$ cat config.mk
export PLATFORM = sky130hd
export DESIGN_NAME = rational_fraction_alu_core
export DESIGN_NICKNAME = d
export VERILOG_FILES = /design/src/rtl/rfa_pkg.sv /design/src/rtl/rfa_datapath.sv /design/src/rtl/rfa_ctrl.sv /design/src/rtl/rational_fraction_alu_core.sv
export VERILOG_INCLUDE_DIRS = /design/src /design/src/rtl
export SDC_FILE = /design/constraint.sdc
export NUM_CORES = 2
export LEC_CHECK = 0
export BUFFER_PORTS_ARGS = -buffer_cell sky130_fd_sc_hd__buf_4
export CAP_MARGIN = 10
export CORE_MARGIN = 3
export CORE_UTILIZATION = 25
export DETAILED_ROUTE_END_ITERATION = 8
export GPL_ROUTABILITY_DRIVEN = 1
export GPL_TIMING_DRIVEN = 0
export PLACE_DENSITY = 0.39
export SYNTH_ARGS = -nofsm -noshare
export SYNTH_HDL_FRONTEND = slang
export SYNTH_SLANG_ARGS = --single-unit
$ cat constraint.sdc
create_clock -name clk -period 10.85 [get_ports clk]
set_input_delay 2.17 -clock clk [delete_from_list [all_inputs] [get_ports clk]]
set_output_delay 2.17 -clock clk [all_outputs]
set_load 0.03 [all_outputs]
$ cat src/rtl/rational_fraction_alu_core_defines.svh
// Assertion macros shared by the rational fraction ALU.
`ifndef RATIONAL_FRACTION_ALU_CORE_DEFINES_SVH
`define RATIONAL_FRACTION_ALU_CORE_DEFINES_SVH

// Checks a consequent in the same cycle as its antecedent.
`define RFA_ASSERT_NOW(lbl, ante, cons) \
  lbl: assert property (@(posedge clk) disable iff (!rst_n) (ante) |-> (cons)) \
    else $error("rational fraction ALU check failed");

// Checks a consequent in the cycle after its antecedent.
`define RFA_ASSERT_NEXT(lbl, ante, cons) \
  lbl: assert property (@(posedge clk) disable iff (!rst_n) (ante) |=> (cons)) \
    else $error("rational fraction ALU check failed");

`endif

$ cat src/rtl/rfa_pkg.sv
// Shared codes and controller/datapath interface types for the fraction ALU.
`timescale 1ns / 1ps
package rfa_pkg;

  localparam logic [1:0] MODE_ADD = 2'd0;
  localparam logic [1:0] MODE_SUB = 2'd1;
  localparam logic [1:0] MODE_MUL = 2'd2;
  localparam logic [1:0] MODE_DIV = 2'd3;

  localparam logic [1:0] ST_OK       = 2'd0;
  localparam logic [1:0] ST_DIV_ZERO = 2'd1;
  localparam logic [1:0] ST_ZERO_DEN = 2'd2;

  localparam logic [1:0] MUL_NUM_A = 2'd0;
  localparam logic [1:0] MUL_NUM_B = 2'd1;
  localparam logic [1:0] MUL_DEN   = 2'd2;

  localparam logic [1:0] DIV_EUCLID = 2'd0;
  localparam logic [1:0] DIV_NUM    = 2'd1;
  localparam logic [1:0] DIV_DEN    = 2'd2;

  typedef struct packed {
    logic       load;
    logic       mul_en;
    logic [1:0] mul_sel;
    logic       combine;
    logic       div_go;
    logic [1:0] div_src;
    logic       gcd_step;
    logic       take_qn;
    logic       take_qd;
    logic       emit;
  } cmd_t;

  typedef struct packed {
    logic       div_done;
    logic       y_zero;
    logic [1:0] err;
  } sts_t;

endpackage

$ cat src/rtl/rfa_datapath.sv
// Datapath: operand registers, shared multiplier, Euclid registers and a radix-2 divider.
`timescale 1ns / 1ps
module rfa_datapath #(
  parameter int W = 16
) (
  input  logic                 clk,
  input  logic                 rst_n,
  input  rfa_pkg::cmd_t        cmd,
  output rfa_pkg::sts_t        sts,
  input  logic [1:0]           in_mode,
  input  logic signed [W-1:0]  in_a_num,
  input  logic signed [W-1:0]  in_a_den,
  input  logic signed [W-1:0]  in_b_num,
  input  logic signed [W-1:0]  in_b_den,
  output logic                 out_valid,
  output logic signed [32:0]   out_res_num,
  output logic [30:0]          out_res_den,
  output logic [1:0]           out_status
);

  localparam int PW = 2 * W;
  localparam int SW = 2 * W + 1;
  localparam int NW = (SW > 64) ? 64 : SW;
  localparam int CW = $clog2(NW);
  localparam int RW = (NW > 33) ? NW : 33;
  localparam int DW = (NW > 31) ? NW : 31;
  localparam logic [CW-1:0] LAST_STEP = CW'(NW - 1);

  logic [1:0]          mode_r;
  logic signed [W-1:0] an_r, ad_r, bn_r, bd_r;
  logic signed [PW-1:0] p0_r, p1_r, den_r;
  logic signed [NW-1:0] num_r;
  logic [NW-1:0] mn_r, md_r, x_r, y_r, qn_r, qd_r;
  logic [NW-1:0] rem_r, quo_r, dvs_r;
  logic [CW-1:0] cnt_r;
  logic          run_r;
  logic          out_valid_r;
  logic signed [32:0] out_num_r;
  logic [30:0]   out_den_r;
  logic [1:0]    out_status_r;

  logic signed [W-1:0]  mul_a, mul_b;
  logic signed [PW-1:0] product;
  logic signed [SW-1:0] sum;
  logic signed [NW-1:0] num_nxt;
  logic [NW-1:0] num_mag, den_mag, gcd_val, div_dnd, div_dvs;
  logic [PW-1:0] den_abs;
  logic [NW:0]   shifted, trial;
  logic          neg;
  logic [RW-1:0] num_ext;
  logic [DW-1:0] den_ext;
  logic [1:0]    err;

  // A zero denominator takes precedence over a zero divisor fraction.
  always_comb begin
    if (ad_r == '0 || bd_r == '0) begin
      err = rfa_pkg::ST_ZERO_DEN;
    end else if (mode_r == rfa_pkg::MODE_DIV && bn_r == '0) begin
      err = rfa_pkg::ST_DIV_ZERO;
    end else begin
      err = rfa_pkg::ST_OK;
    end
  end

  always_comb begin
    case (cmd.mul_sel)
      rfa_pkg::MUL_NUM_A: begin
        mul_a = an_r;
        mul_b = (mode_r == rfa_pkg::MODE_MUL) ? bn_r : bd_r;
      end
      rfa_pkg::MUL_NUM_B: begin
        mul_a = bn_r;
        mul_b = ad_r;
      end
      default: begin
        mul_a = ad_r;
        mul_b = (mode_r == rfa_pkg::MODE_DIV) ? bn_r : bd_r;
      end
    endcase
    product = PW'(mul_a * mul_b);
  end

  always_comb begin
    case (mode_r)
      rfa_pkg::MODE_ADD: sum = SW'(p0_r) + SW'(p1_r);
      rfa_pkg::MODE_SUB: sum = SW'(p0_r) - SW'(p1_r);
      default:           sum = SW'(p0_r);
    endcase
    num_nxt = sum[NW-1:0];
    num_mag = num_nxt[NW-1] ? NW'(-num_nxt) : NW'(num_nxt);
    den_abs = den_r[PW-1] ? PW'(-den_r) : PW'(den_r);
    den_mag = NW'(den_abs);
  end

  assign gcd_val = (x_r == '0) ? NW'(1) : x_r;

  always_comb begin
    case (cmd.div_src)
      rfa_pkg::DIV_EUCLID: begin
        div_dnd = x_r;
        div_dvs = y_r;
      end
      rfa_pkg::DIV_NUM: begin
        div_dnd = mn_r;
        div_dvs = gcd_val;
      end
      default: begin
        div_dnd = md_r;
        div_dvs = gcd_val;
      end
    endcase
  end

  // One restoring step a cycle; the partial remainder stays below the divisor.
  assign shifted = {rem_r, quo_r[NW-1]};
  assign trial   = shifted - {1'b0, dvs_r};

  assign neg     = (qn_r != '0) && (num_r[NW-1] != den_r[PW-1]);
  assign num_ext = neg ? RW'(-qn_r) : RW'(qn_r);
  assign den_ext = (qn_r == '0) ? DW'(1) : DW'(qd_r);

  always_ff @(posedge clk) begin
    if (cmd.load) begin
      mode_r <= in_mode;
      an_r   <= in_a_num;
      ad_r   <= in_a_den;
      bn_r   <= in_b_num;
      bd_r   <= in_b_den;
    end
    if (cmd.mul_en) begin
      case (cmd.mul_sel)
        rfa_pkg::MUL_NUM_A: p0_r <= product;
        rfa_pkg::MUL_NUM_B: p1_r <= product;
        default:            den_r <= product;
      endcase
    end
    if (cmd.combine) begin
      num_r <= num_nxt;
      mn_r  <= num_mag;
      md_r  <= den_mag;
      x_r   <= num_mag;
      y_r   <= den_mag;
    end
    if (cmd.gcd_step) begin
      x_r <= y_r;
      y_r <= rem_r;
    end
    if (cmd.take_qn) qn_r <= quo_r;
    if (cmd.take_qd) qd_r <= quo_r;
    if (cmd.div_go) begin
      rem_r <= '0;
      quo_r <= div_dnd;
      dvs_r <= div_dvs;
    end else if (run_r) begin
      if (!trial[NW]) begin
        rem_r <= trial[NW-1:0];
        quo_r <= {quo_r[NW-2:0], 1'b1};
      end else begin
        rem_r <= shifted[NW-1:0];
        quo_r <= {quo_r[NW-2:0], 1'b0};
      end
    end
    if (cmd.emit) begin
      if (err != rfa_pkg::ST_OK) begin
        out_num_r <= '0;
        out_den_r <= 31'd1;
      end else begin
        out_num_r <= num_ext[32:0];
        out_den_r <= den_ext[30:0];
      end
      out_status_r <= err;
    end
  end

  always_ff @(posedge clk) begin
    if (!rst_n) begin
      run_r       <= 1'b0;
      cnt_r       <= '0;
      out_valid_r <= 1'b0;
    end else begin
      out_valid_r <= cmd.emit;
      if (cmd.div_go) begin
        run_r <= 1'b1;
        cnt_r <= '0;
      end else if (run_r) begin
        cnt_r <= cnt_r + 1'b1;
        if (cnt_r == LAST_STEP) run_r <= 1'b0;
      end
    end
  end

  assign sts.div_done = run_r && (cnt_r == LAST_STEP);
  assign sts.y_zero   = (y_r == '0);
  assign sts.err      = err;

  assign out_valid   = out_valid_r;
  assign out_res_num = out_num_r;
  assign out_res_den = out_den_r;
  assign out_status  = out_status_r;

endmodule

$ cat src/rtl/rfa_ctrl.sv
// Controller state machine sequencing products, Euclid steps and the final divisions.
`timescale 1ns / 1ps
module rfa_ctrl (
  input  logic          clk,
  input  logic          rst_n,
  input  logic          start,
  output logic          busy,
  input  rfa_pkg::sts_t sts,
  output rfa_pkg::cmd_t cmd
);

  localparam logic [3:0] S_IDLE  = 4'd0;
  localparam logic [3:0] S_CHECK = 4'd1;
  localparam logic [3:0] S_MULA  = 4'd2;
  localparam logic [3:0] S_MULB  = 4'd3;
  localparam logic [3:0] S_MULD  = 4'd4;
  localparam logic [3:0] S_COMB  = 4'd5;
  localparam logic [3:0] S_GCD   = 4'd6;
  localparam logic [3:0] S_GWAIT = 4'd7;
  localparam logic [3:0] S_GSTEP = 4'd8;
  localparam logic [3:0] S_NWAIT = 4'd9;
  localparam logic [3:0] S_NTAKE = 4'd10;
  localparam logic [3:0] S_DWAIT = 4'd11;
  localparam logic [3:0] S_EMIT  = 4'd12;
  localparam logic [3:0] S_DTAKE = 4'd13;

  logic [3:0] state_r, state_nxt;

  always_comb begin
    state_nxt = state_r;
    cmd       = '0;
    case (state_r)
      S_IDLE: begin
        if (start) begin
          cmd.load  = 1'b1;
          state_nxt = S_CHECK;
        end
      end
      S_CHECK: begin
        if (sts.err != rfa_pkg::ST_OK) begin
          cmd.emit  = 1'b1;
          state_nxt = S_IDLE;
        end else begin
          state_nxt = S_MULA;
        end
      end
      S_MULA: begin
        cmd.mul_en  = 1'b1;
        cmd.mul_sel = rfa_pkg::MUL_NUM_A;
        state_nxt   = S_MULB;
      end
      S_MULB: begin
        cmd.mul_en  = 1'b1;
        cmd.mul_sel = rfa_pkg::MUL_NUM_B;
        state_nxt   = S_MULD;
      end
      S_MULD: begin
        cmd.mul_en  = 1'b1;
        cmd.mul_sel = rfa_pkg::MUL_DEN;
        state_nxt   = S_COMB;
      end
      S_COMB: begin
        cmd.combine = 1'b1;
        state_nxt   = S_GCD;
      end
      S_GCD: begin
        // Once the remainder is zero the gcd sits in x and the numerator is divided.
        cmd.div_go = 1'b1;
        if (sts.y_zero) begin
          cmd.div_src = rfa_pkg::DIV_NUM;
          state_nxt   = S_NWAIT;
        end else begin
          cmd.div_src = rfa_pkg::DIV_EUCLID;
          state_nxt   = S_GWAIT;
        end
      end
      S_GWAIT: begin
        if (sts.div_done) state_nxt = S_GSTEP;
      end
      S_GSTEP: begin
        cmd.gcd_step = 1'b1;
        state_nxt    = S_GCD;
      end
      S_NWAIT: begin
        if (sts.div_done) state_nxt = S_NTAKE;
      end
      S_NTAKE: begin
        cmd.take_qn = 1'b1;
        cmd.div_go  = 1'b1;
        cmd.div_src = rfa_pkg::DIV_DEN;
        state_nxt   = S_DWAIT;
      end
      S_DWAIT: begin
        if (sts.div_done) state_nxt = S_DTAKE;
      end
      S_DTAKE: begin
        // The last divider step has landed, so the quotient is complete here.
        cmd.take_qd = 1'b1;
        state_nxt   = S_EMIT;
      end
      S_EMIT: begin
        cmd.emit  = 1'b1;
        state_nxt = S_IDLE;
      end
      default: state_nxt = S_IDLE;
    endcase
  end

  always_ff @(posedge clk) begin
    if (!rst_n) begin
      state_r <= S_IDLE;
    end else begin
      state_r <= state_nxt;
    end
  end

  assign busy = (state_r != S_IDLE);

endmodule

$ cat src/rtl/rational_fraction_alu_core.sv
// Top level of the rational fraction ALU: controller, datapath and checks.
//
//  Channel  Ports                                   Handshake
//  input    in_mode, in_a_num/den, in_b_num/den     start high while busy low
//  result   out_res_num, out_res_den, out_status    out_valid high for one cycle
//
// With a zero denominator or a zero divisor fraction the controller emits the zero result
// from its check state and skips the arithmetic. Otherwise the result follows three products,
// the Euclid divisions by a nonzero value and two final divisions, each division taking
// N = min(2W+1, 64) steps of the one shared radix-2 divider. busy falls as the strobe rises.
// Reset is synchronous and returns the controller to idle with no result pending.
// The receiver cannot stall: each result is shown for exactly one cycle.
`timescale 1ns / 1ps
`include "rational_fraction_alu_core_defines.svh"
module rational_fraction_alu_core #(
  parameter int OPERAND_WIDTH = 16
) (
  input  logic                            clk,
  input  logic                            rst_n,
  input  logic                            start,
  output logic                            busy,
  input  logic [1:0]                      in_mode,
  input  logic signed [OPERAND_WIDTH-1:0] in_a_num,
  input  logic signed [OPERAND_WIDTH-1:0] in_a_den,
  input  logic signed [OPERAND_WIDTH-1:0] in_b_num,
  input  logic signed [OPERAND_WIDTH-1:0] in_b_den,
  output logic                            out_valid,
  output logic signed [32:0]              out_res_num,
  output logic [30:0]                     out_res_den,
  output logic [1:0]                      out_status
);

  rfa_pkg::cmd_t cmd;
  rfa_pkg::sts_t sts;

  logic err_out;
  logic err_zero;

  rfa_ctrl u_ctrl (
    .clk   (clk),
    .rst_n (rst_n),
    .start (start),
    .busy  (busy),
    .sts   (sts),
    .cmd   (cmd)
  );

  rfa_datapath #(
    .W (OPERAND_WIDTH)
  ) u_dp (
    .clk         (clk),
    .rst_n       (rst_n),
    .cmd         (cmd),
    .sts         (sts),
    .in_mode     (in_mode),
    .in_a_num    (in_a_num),
    .in_a_den    (in_a_den),
    .in_b_num    (in_b_num),
    .in_b_den    (in_b_den),
    .out_valid   (out_valid),
    .out_res_num (out_res_num),
    .out_res_den (out_res_den),
    .out_status  (out_status)
  );

  assign err_out  = out_valid && (out_status != rfa_pkg::ST_OK);
  assign err_zero = (out_res_num == 33'sd0) && (out_res_den == 31'd1);

  `RFA_ASSERT_NOW(a_den_nonzero, out_valid, out_res_den != 31'd0)
  `RFA_ASSERT_NOW(a_err_zero_result, err_out, err_zero)
  `RFA_ASSERT_NEXT(a_accept_busy, start && !busy, busy)
  `RFA_ASSERT_NEXT(a_single_strobe, out_valid, !out_valid)

endmodule
After elaboration in Yosys (flattened, before gate mapping)
Cells that the tools add are included.
- bitwise gates (word level): 2
- multiplexer cells: 42
- multiply operators: 1
- reductions and logical operators: 27
- $add $sub $neg: 7
- equality and inequality tests: 24
- operators with widths (cell ; number):
    $mux W33 ; 11
    $pmux W33 S2 ; 2
    $logic_not A33 Y1 ; 3
    $neg A33 Y33 ; 2
    $pmux W16 S2 ; 2
    $logic_not A16 Y1 ; 3
    $pmux W4 S12 ; 1
    $sub A34 B33 Y34 ; 1
    $add A32 B32 Y33 ; 1
    $reduce_bool A33 Y1 ; 1
    $sub A32 B32 Y33 ; 1
    $mul A16 B16 Y32 ; 1
    $mux W16 ; 2
    $mux W32 ; 1
    $neg A32 Y32 ; 1
    $eq A4 B4 Y1 const B ; 6
    $mux W4 ; 5
    $eq A4 B3 Y1 const B ; 4
    $mux W1 ; 13
    $pmux W3 S3 ; 1
    $eq A4 B2 Y1 const B ; 2
    $ne A2 B2 Y1 const B ; 4
    $reduce_or A2 Y1 ; 4
    $add A6 B1 Y6 const B ; 1
    other kinds (17) ; 30
- register bits after elaboration: 567
- output and inout port bits: 68

Depth between registers and ports, before layout
- word-level depth: 7
- gate-level depth with buffers: 34
- gate-level depth less buffers: 30

Hierarchy
A second synthesis with hierarchy kept.
- cells, all modules: 3562
- area, all modules: 37785.0 um^2
- modules (own cells, without submodules) (module ; seq. area each (um^2) ; cells each ; instances ; area an instance (um^2)):
    rfa_datapath ; 15534.9 ; 3488 ; 1 ; 37287.0
    rfa_ctrl ; 80.1 ; 74 ; 1 ; 498.0

Worst setup path before layout
Ideal clock, no wire load.
- kind: reg-to-reg
- from: reg u_ctrl.state_r[1]
- to: reg u_dp.den_r[31], data pin
- setup slack: 2152 ps
- arrival time: 8429 ps
- path buffers: 4
- clock period less this slack: 8698 ps
- cell stages (with the launch flop): 29
- cells stage by stage: dfxtp_1 clkbuf_1 nor2_1 nand2_1 clkbuf_1 inv_1 clkbuf_1 buf_1 a221oi_1 nand2_1 inv_1 fa_1 fa_1 fa_1 fa_1 fa_1 inv_1 fa_1 inv_1 ha_1 nand3_1 or2_2 o31ai_1 nor3_1 o31ai_1 a211oi_1 o21bai_1 a21oi_1 xnor2_1
- longest elaborated chain between the ends: 5
- elaborated cells between the ends (all ways): 9
- those cells by class: mul: 1; eq/ne: 4; mux: 3; reduce/logical: 1
- RTL lines (item ; RTL line ; text):
    start, declared ; rfa_ctrl.sv:27 ; logic [3:0] state_r, state_nxt;
    start signal, assigned ; rfa_ctrl.sv:113 ; state_r <= state_nxt;
    $eq A4 B3 Y1 / $eq A4 B2 Y1 (equally long branches) ; rfa_ctrl.sv:32 ; case (state_r)
    $pmux W3 S3 (*) ; rfa_ctrl.sv:32 ;
    $eq A2 B1 Y1 / $logic_not A2 Y1 (equally long branches) ; rfa_datapath.sv:66 ; case (cmd.mul_sel)
    $pmux W16 S2 ; rfa_datapath.sv:66 ;
    $mul A16 B16 Y32 (*) ; rfa_datapath.sv:80 ; product = PW'(mul_a * mul_b);
    via u_dp.product[31] ; rfa_datapath.sv:43 ; logic signed [PW-1:0] product;
    end signal, assigned ; rfa_datapath.sv:134 ; default: den_r <= product;
    end, declared ; rfa_datapath.sv:31 ; logic signed [PW-1:0] p0_r, p1_r, den_r;
The timed path passes the listed nets; every way through them passes the cells marked *.
A chain may end at the register's enable or synchronous reset.

Final worst setup path
- from: reg u_dp.mode_r[1]
- to: reg u_dp.p0_r[30], data pin
- longest elaborated chain between the ends: 4
- elaborated cells between the ends (all ways): 6
- those cells by class: mul: 1; eq/ne: 2; mux: 3
- RTL lines (item ; RTL line ; text):
    start, declared ; rfa_datapath.sv:29 ; logic [1:0] mode_r;
    start signal, assigned ; rfa_datapath.sv:124 ; mode_r <= in_mode;
    $eq A2 B2 Y1, on equally long branches ; rfa_datapath.sv:77, rfa_datapath.sv:69 ;
    $mux W16, on equally long branches ; rfa_datapath.sv:77, rfa_datapath.sv:69 ;
    $pmux W16 S2 (*) ; rfa_datapath.sv:66 ;
    $mul A16 B16 Y32 (*) ; rfa_datapath.sv:80 ;
    via u_dp.product[30] ; rfa_datapath.sv:43 ;
    end signal, assigned ; rfa_datapath.sv:132 ; rfa_pkg::MUL_NUM_A: p0_r <= product;
    end, declared ; rfa_datapath.sv:31 ;
Marks and branches as above.

==> flow_summary.yaml <==
route:
  dr_total_vias: 26300
  wl_met1_um: 53500
  top_layer: "met5"
  drtAntennaViolNets: 0
  avgViaCountPerCell: 4.61
  drtPass1Iterations: 5
  wl_met2_um: 58800
  drc: 0
  wl_um: 120000
  route.met3.wl_um: 4400
  routedWlPerCell_um: 21.1
  drt_iter0_markers: 1540
finish:
  fin_util: 0.294
  post_layout_nonfiller_instances: 5708
  fin_nets: 4229
  layout-drive-gt1-share: 0.111
  area_delta_synth_final_pct: 16.2
  antenna_cells: 0
synthesis:
  ys_async_sr_fraction: 0
  synthFlopType: "edfxtp_1"
  syn_inst: 3528
  synthesis.area_sq_um: 37100
  syn_avg_cell_area_sq_um: 10.5
  ys_ff_latch: 535
  ys_types: 80
  syn-num-nets: 4015
  ys_seq_area_frac: 0.421
  yosys_warnings: 0
  synth_edf_count: 490
floorplanning:
  fp-row-count: 140
  start_util: 0.253
  die_x_um: 391
  fp.dieArea_sq_um: 153000
  coreArea_sq_um: 146000
  io_pins: 137
  die_h_um: 391
place:
  dp_hpwl_um: 97700
  place_inst: 5597
  portBuffers: 136
  place.gp.congestion: 0.849
clock_tree:
  cts_buffer_depth: 3
  tritoncts: "done"
  hold_buffers: 0
  cts_inserted_buffers: 60
  cts-htree-levels: 2
  clock_latency_ps: 660
  clock_sinks: 535
  clk_pin_slew_ps: 60
  cts-root-buf: "clkbuf_16"
worst_setup_path:
  cp_max_fo: 19
  crit_arrival_ps: 10680
  end_kind: "flip-flop"
  crit_top_cell: "fa_1"
  cpMaxStageDelayCell: "edfxtp_1"
  worst-path-buf-inv: 8
  cp-start-kind: "flip-flop"
  worst-setup-path-type: "flip-flop to flip-flop"
  path_delay_family: "adder cells"
  cp_slowest_stage_delay_ps: 580
  cp.required_ps: 11200
sta:
  hold_viol_final: 0
  period_minus_slack_ps: 10330
  rsz0062_at_grt: "false"
  slew-limit-headroom: 0.250
  tns_ps: 0
  worstMarginPinSlew_ps: 1130
  finalCritPeriodShare: 0.952
  fmax_mhz: 96.8
  final_max_slew_viol_count: 0
  hold-worst-slack_ps: 507
  setup_viol: 0
  clock_skew_ps: 37.8
global_route:
  grt_pass1_vias: 27300
  antenna_found_initial: 7
  grt_max_degree: 66
  grt_pass1_wl_um: 181000
  gr-total-overflow: 0
  grt_usage: 0.158
outcome:
  status: "finished, final reports clean"
hold_path:
  hold_path.class: "flip-flop to flip-flop"
job:
  maxCapViolCount: 0
==> layer usage <==
metal  up-vias  GRT usage
met2       543      0.274
met5         -          0
met1     13000      0.206
li1      12600          -
met4         2     0.0431
met3       155     0.0186
==> cell usage in the layout, fill, tap and decap left out, types with 9 or more instances in the layout <==
cell | netlist | routed
buf_12 | 0 | 9
inv_1 | 401 | 399
a31oi_1 | 13 | 13
o21ai_0 | 169 | 168
nand3_1 | 42 | 42
fa_1 | 264 | 264
xor2_1 | 66 | 66
nor2_1 | 391 | 384
clkinv_1 | 1 | 15
or4_1 | 15 | 15
clkinv_2 | 0 | 9
mux2i_1 | 86 | 86
nand4_1 | 21 | 21
or3_1 | 38 | 38
edfxtp_1 | 490 | 490
a211oi_1 | 14 | 14
nand2b_1 | 17 | 17
xnor2_1 | 125 | 122
ha_1 | 154 | 154
and3_1 | 19 | 18
a21oi_1 | 161 | 159
clkbuf_16 | 0 | 61
a221o_1 | 10 | 10
o21a_1 | 26 | 26
clkbuf_1 | 109 | 106
nor2b_1 | 23 | 23
nor3_1 | 47 | 45
nand2_1 | 313 | 311
o31ai_1 | 32 | 31
a21o_1 | 51 | 51
mux2_2 | 74 | 74
o22ai_1 | 24 | 24
o21bai_1 | 12 | 12
buf_1 | 19 | 16
dfxtp_1 | 45 | 45
and2_1 | 59 | 59
or2_2 | 28 | 28
buf_4 | 0 | 138
nor4_1 | 34 | 34
==> stage by stage <==
stage / instance area, sq um / worst slack, ps
after floorplan: 37100 / 2150
after global placement: 40500 / -2390
after detailed placement: 40900 / -1920
after CTS: 43100 / 86.3
after global routing: 43100 / 3.13
final: 43100 / 520
==> final cells by class <==
type / instances / area (sq um)
clock inverters: 44 / 464
fillers: 15300 / 103000
well taps: 1917 / 2400
inverters: 403 / 1520
clock buffers: 67 / 1550
multi-input cells: 2457 / 19700
repair buffers: 154 / 1360
flip-flops and latches: 535 / 15600
plain buffers: 131 / 536
==> registers in the layout, indices dropped and copies added, names as in the netlist, 2 cells and up <==
| signal | cells |
|---|---|
| u_ctrl.state_r | 4 |
| u_dp.ad_r | 16 |
| u_dp.an_r | 16 |
| u_dp.bd_r | 16 |
| u_dp.bn_r | 16 |
| u_dp.cnt_r | 6 |
| u_dp.den_r | 32 |
| u_dp.dvs_r | 33 |
| u_dp.md_r | 32 |
| u_dp.mn_r | 33 |
| u_dp.mode_r | 2 |
| u_dp.out_res_den | 31 |
| u_dp.out_res_num | 33 |
| u_dp.out_status | 2 |
| u_dp.p0_r | 32 |
| u_dp.p1_r | 32 |
| u_dp.qd_r | 31 |
| u_dp.qn_r | 33 |
| u_dp.quo_r | 33 |
| u_dp.rem_r | 33 |
| u_dp.x_r | 33 |
| u_dp.y_r | 33 |
==> logic make-up after synthesis <==
kind of cell,share of synthesized area
AND/OR/NAND/NOR,0.133
AO/OA/AOI/OAI,0.105
buffers and inverters,0.0552
flip-flops,0.421
adder cells (fa/ha/maj),0.194
XOR/XNOR,0.0451
multiplexers,0.0457
==> worst reg2reg max path, delay by kind of cell, from the launching register on <==
family / cells / cell delay [ps]
buffers and inverters: 8 / 2100
and+or+nand+nor: 5 / 1030
DFF: 1 / 580
xor gates and xnor gates: 1 / 290
adders and majority gates: 7 / 3280
AOI/OAI and AO/OA: 10 / 2760
==> synthesized netlist by cell type, drive strengths merged (21+ instances only) <==
| master | instances | share of area |
|---|---|---|
| a21o | 51 | 0.010 |
| a21oi | 165 | 0.023 |
| and2 | 59 | 0.010 |
| buf | 24 | 0.0033 |
| clkbuf | 109 | 0.011 |
| dfxtp | 45 | 0.024 |
| edfxtp | 490 | 0.40 |
| fa | 264 | 0.14 |
| ha | 154 | 0.052 |
| inv | 402 | 0.041 |
| mux2 | 74 | 0.022 |
| mux2i | 86 | 0.023 |
| nand2 | 313 | 0.032 |
| nand3 | 42 | 0.0057 |
| nand4 | 21 | 0.0035 |
| nor2 | 394 | 0.040 |
| nor2b | 23 | 0.0039 |
| nor3 | 47 | 0.0063 |
| nor4 | 35 | 0.0061 |
| o21a | 26 | 0.0053 |
| o21ai | 176 | 0.024 |
| o22ai | 24 | 0.0040 |
| o31ai | 33 | 0.0068 |
| or2 | 28 | 0.0047 |
| or3 | 38 | 0.0064 |
| xnor2 | 125 | 0.030 |
| xor2 | 66 | 0.016 |
==> final timing paths <==
check / endpoint / from / cells past startpoint / slack, ps
min: u_dp.out_res_den[9]$_SDFFCE_PP0P_ / u_dp.qd_r[9]$_DFFE_PN_ / 1 / 510
min reg2reg: u_dp.out_res_den[9]$_SDFFCE_PP0P_ / u_dp.qd_r[9]$_DFFE_PN_ / 1 / 510
max: u_dp.p0_r[30]$_DFFE_PP_ / u_dp.mode_r[1]$_DFFE_PP_ / 31 / 520
max reg2reg: u_dp.p0_r[30]$_DFFE_PP_ / u_dp.mode_r[1]$_DFFE_PP_ / 31 / 520
==> timing repair <==
action | in CTS | in global routing
buffers inserted | 2 | 0
gates resized for setup | 27 | 15
gates cloned | 0 | 0
pin swaps | 1 | 0
setup endpoints to repair | 42 | 12
hold endpoints to repair | 0 | 0
Power is not shown: default switching activity piles up to over one toggle a cycle in this logic, so the estimate is an artifact.
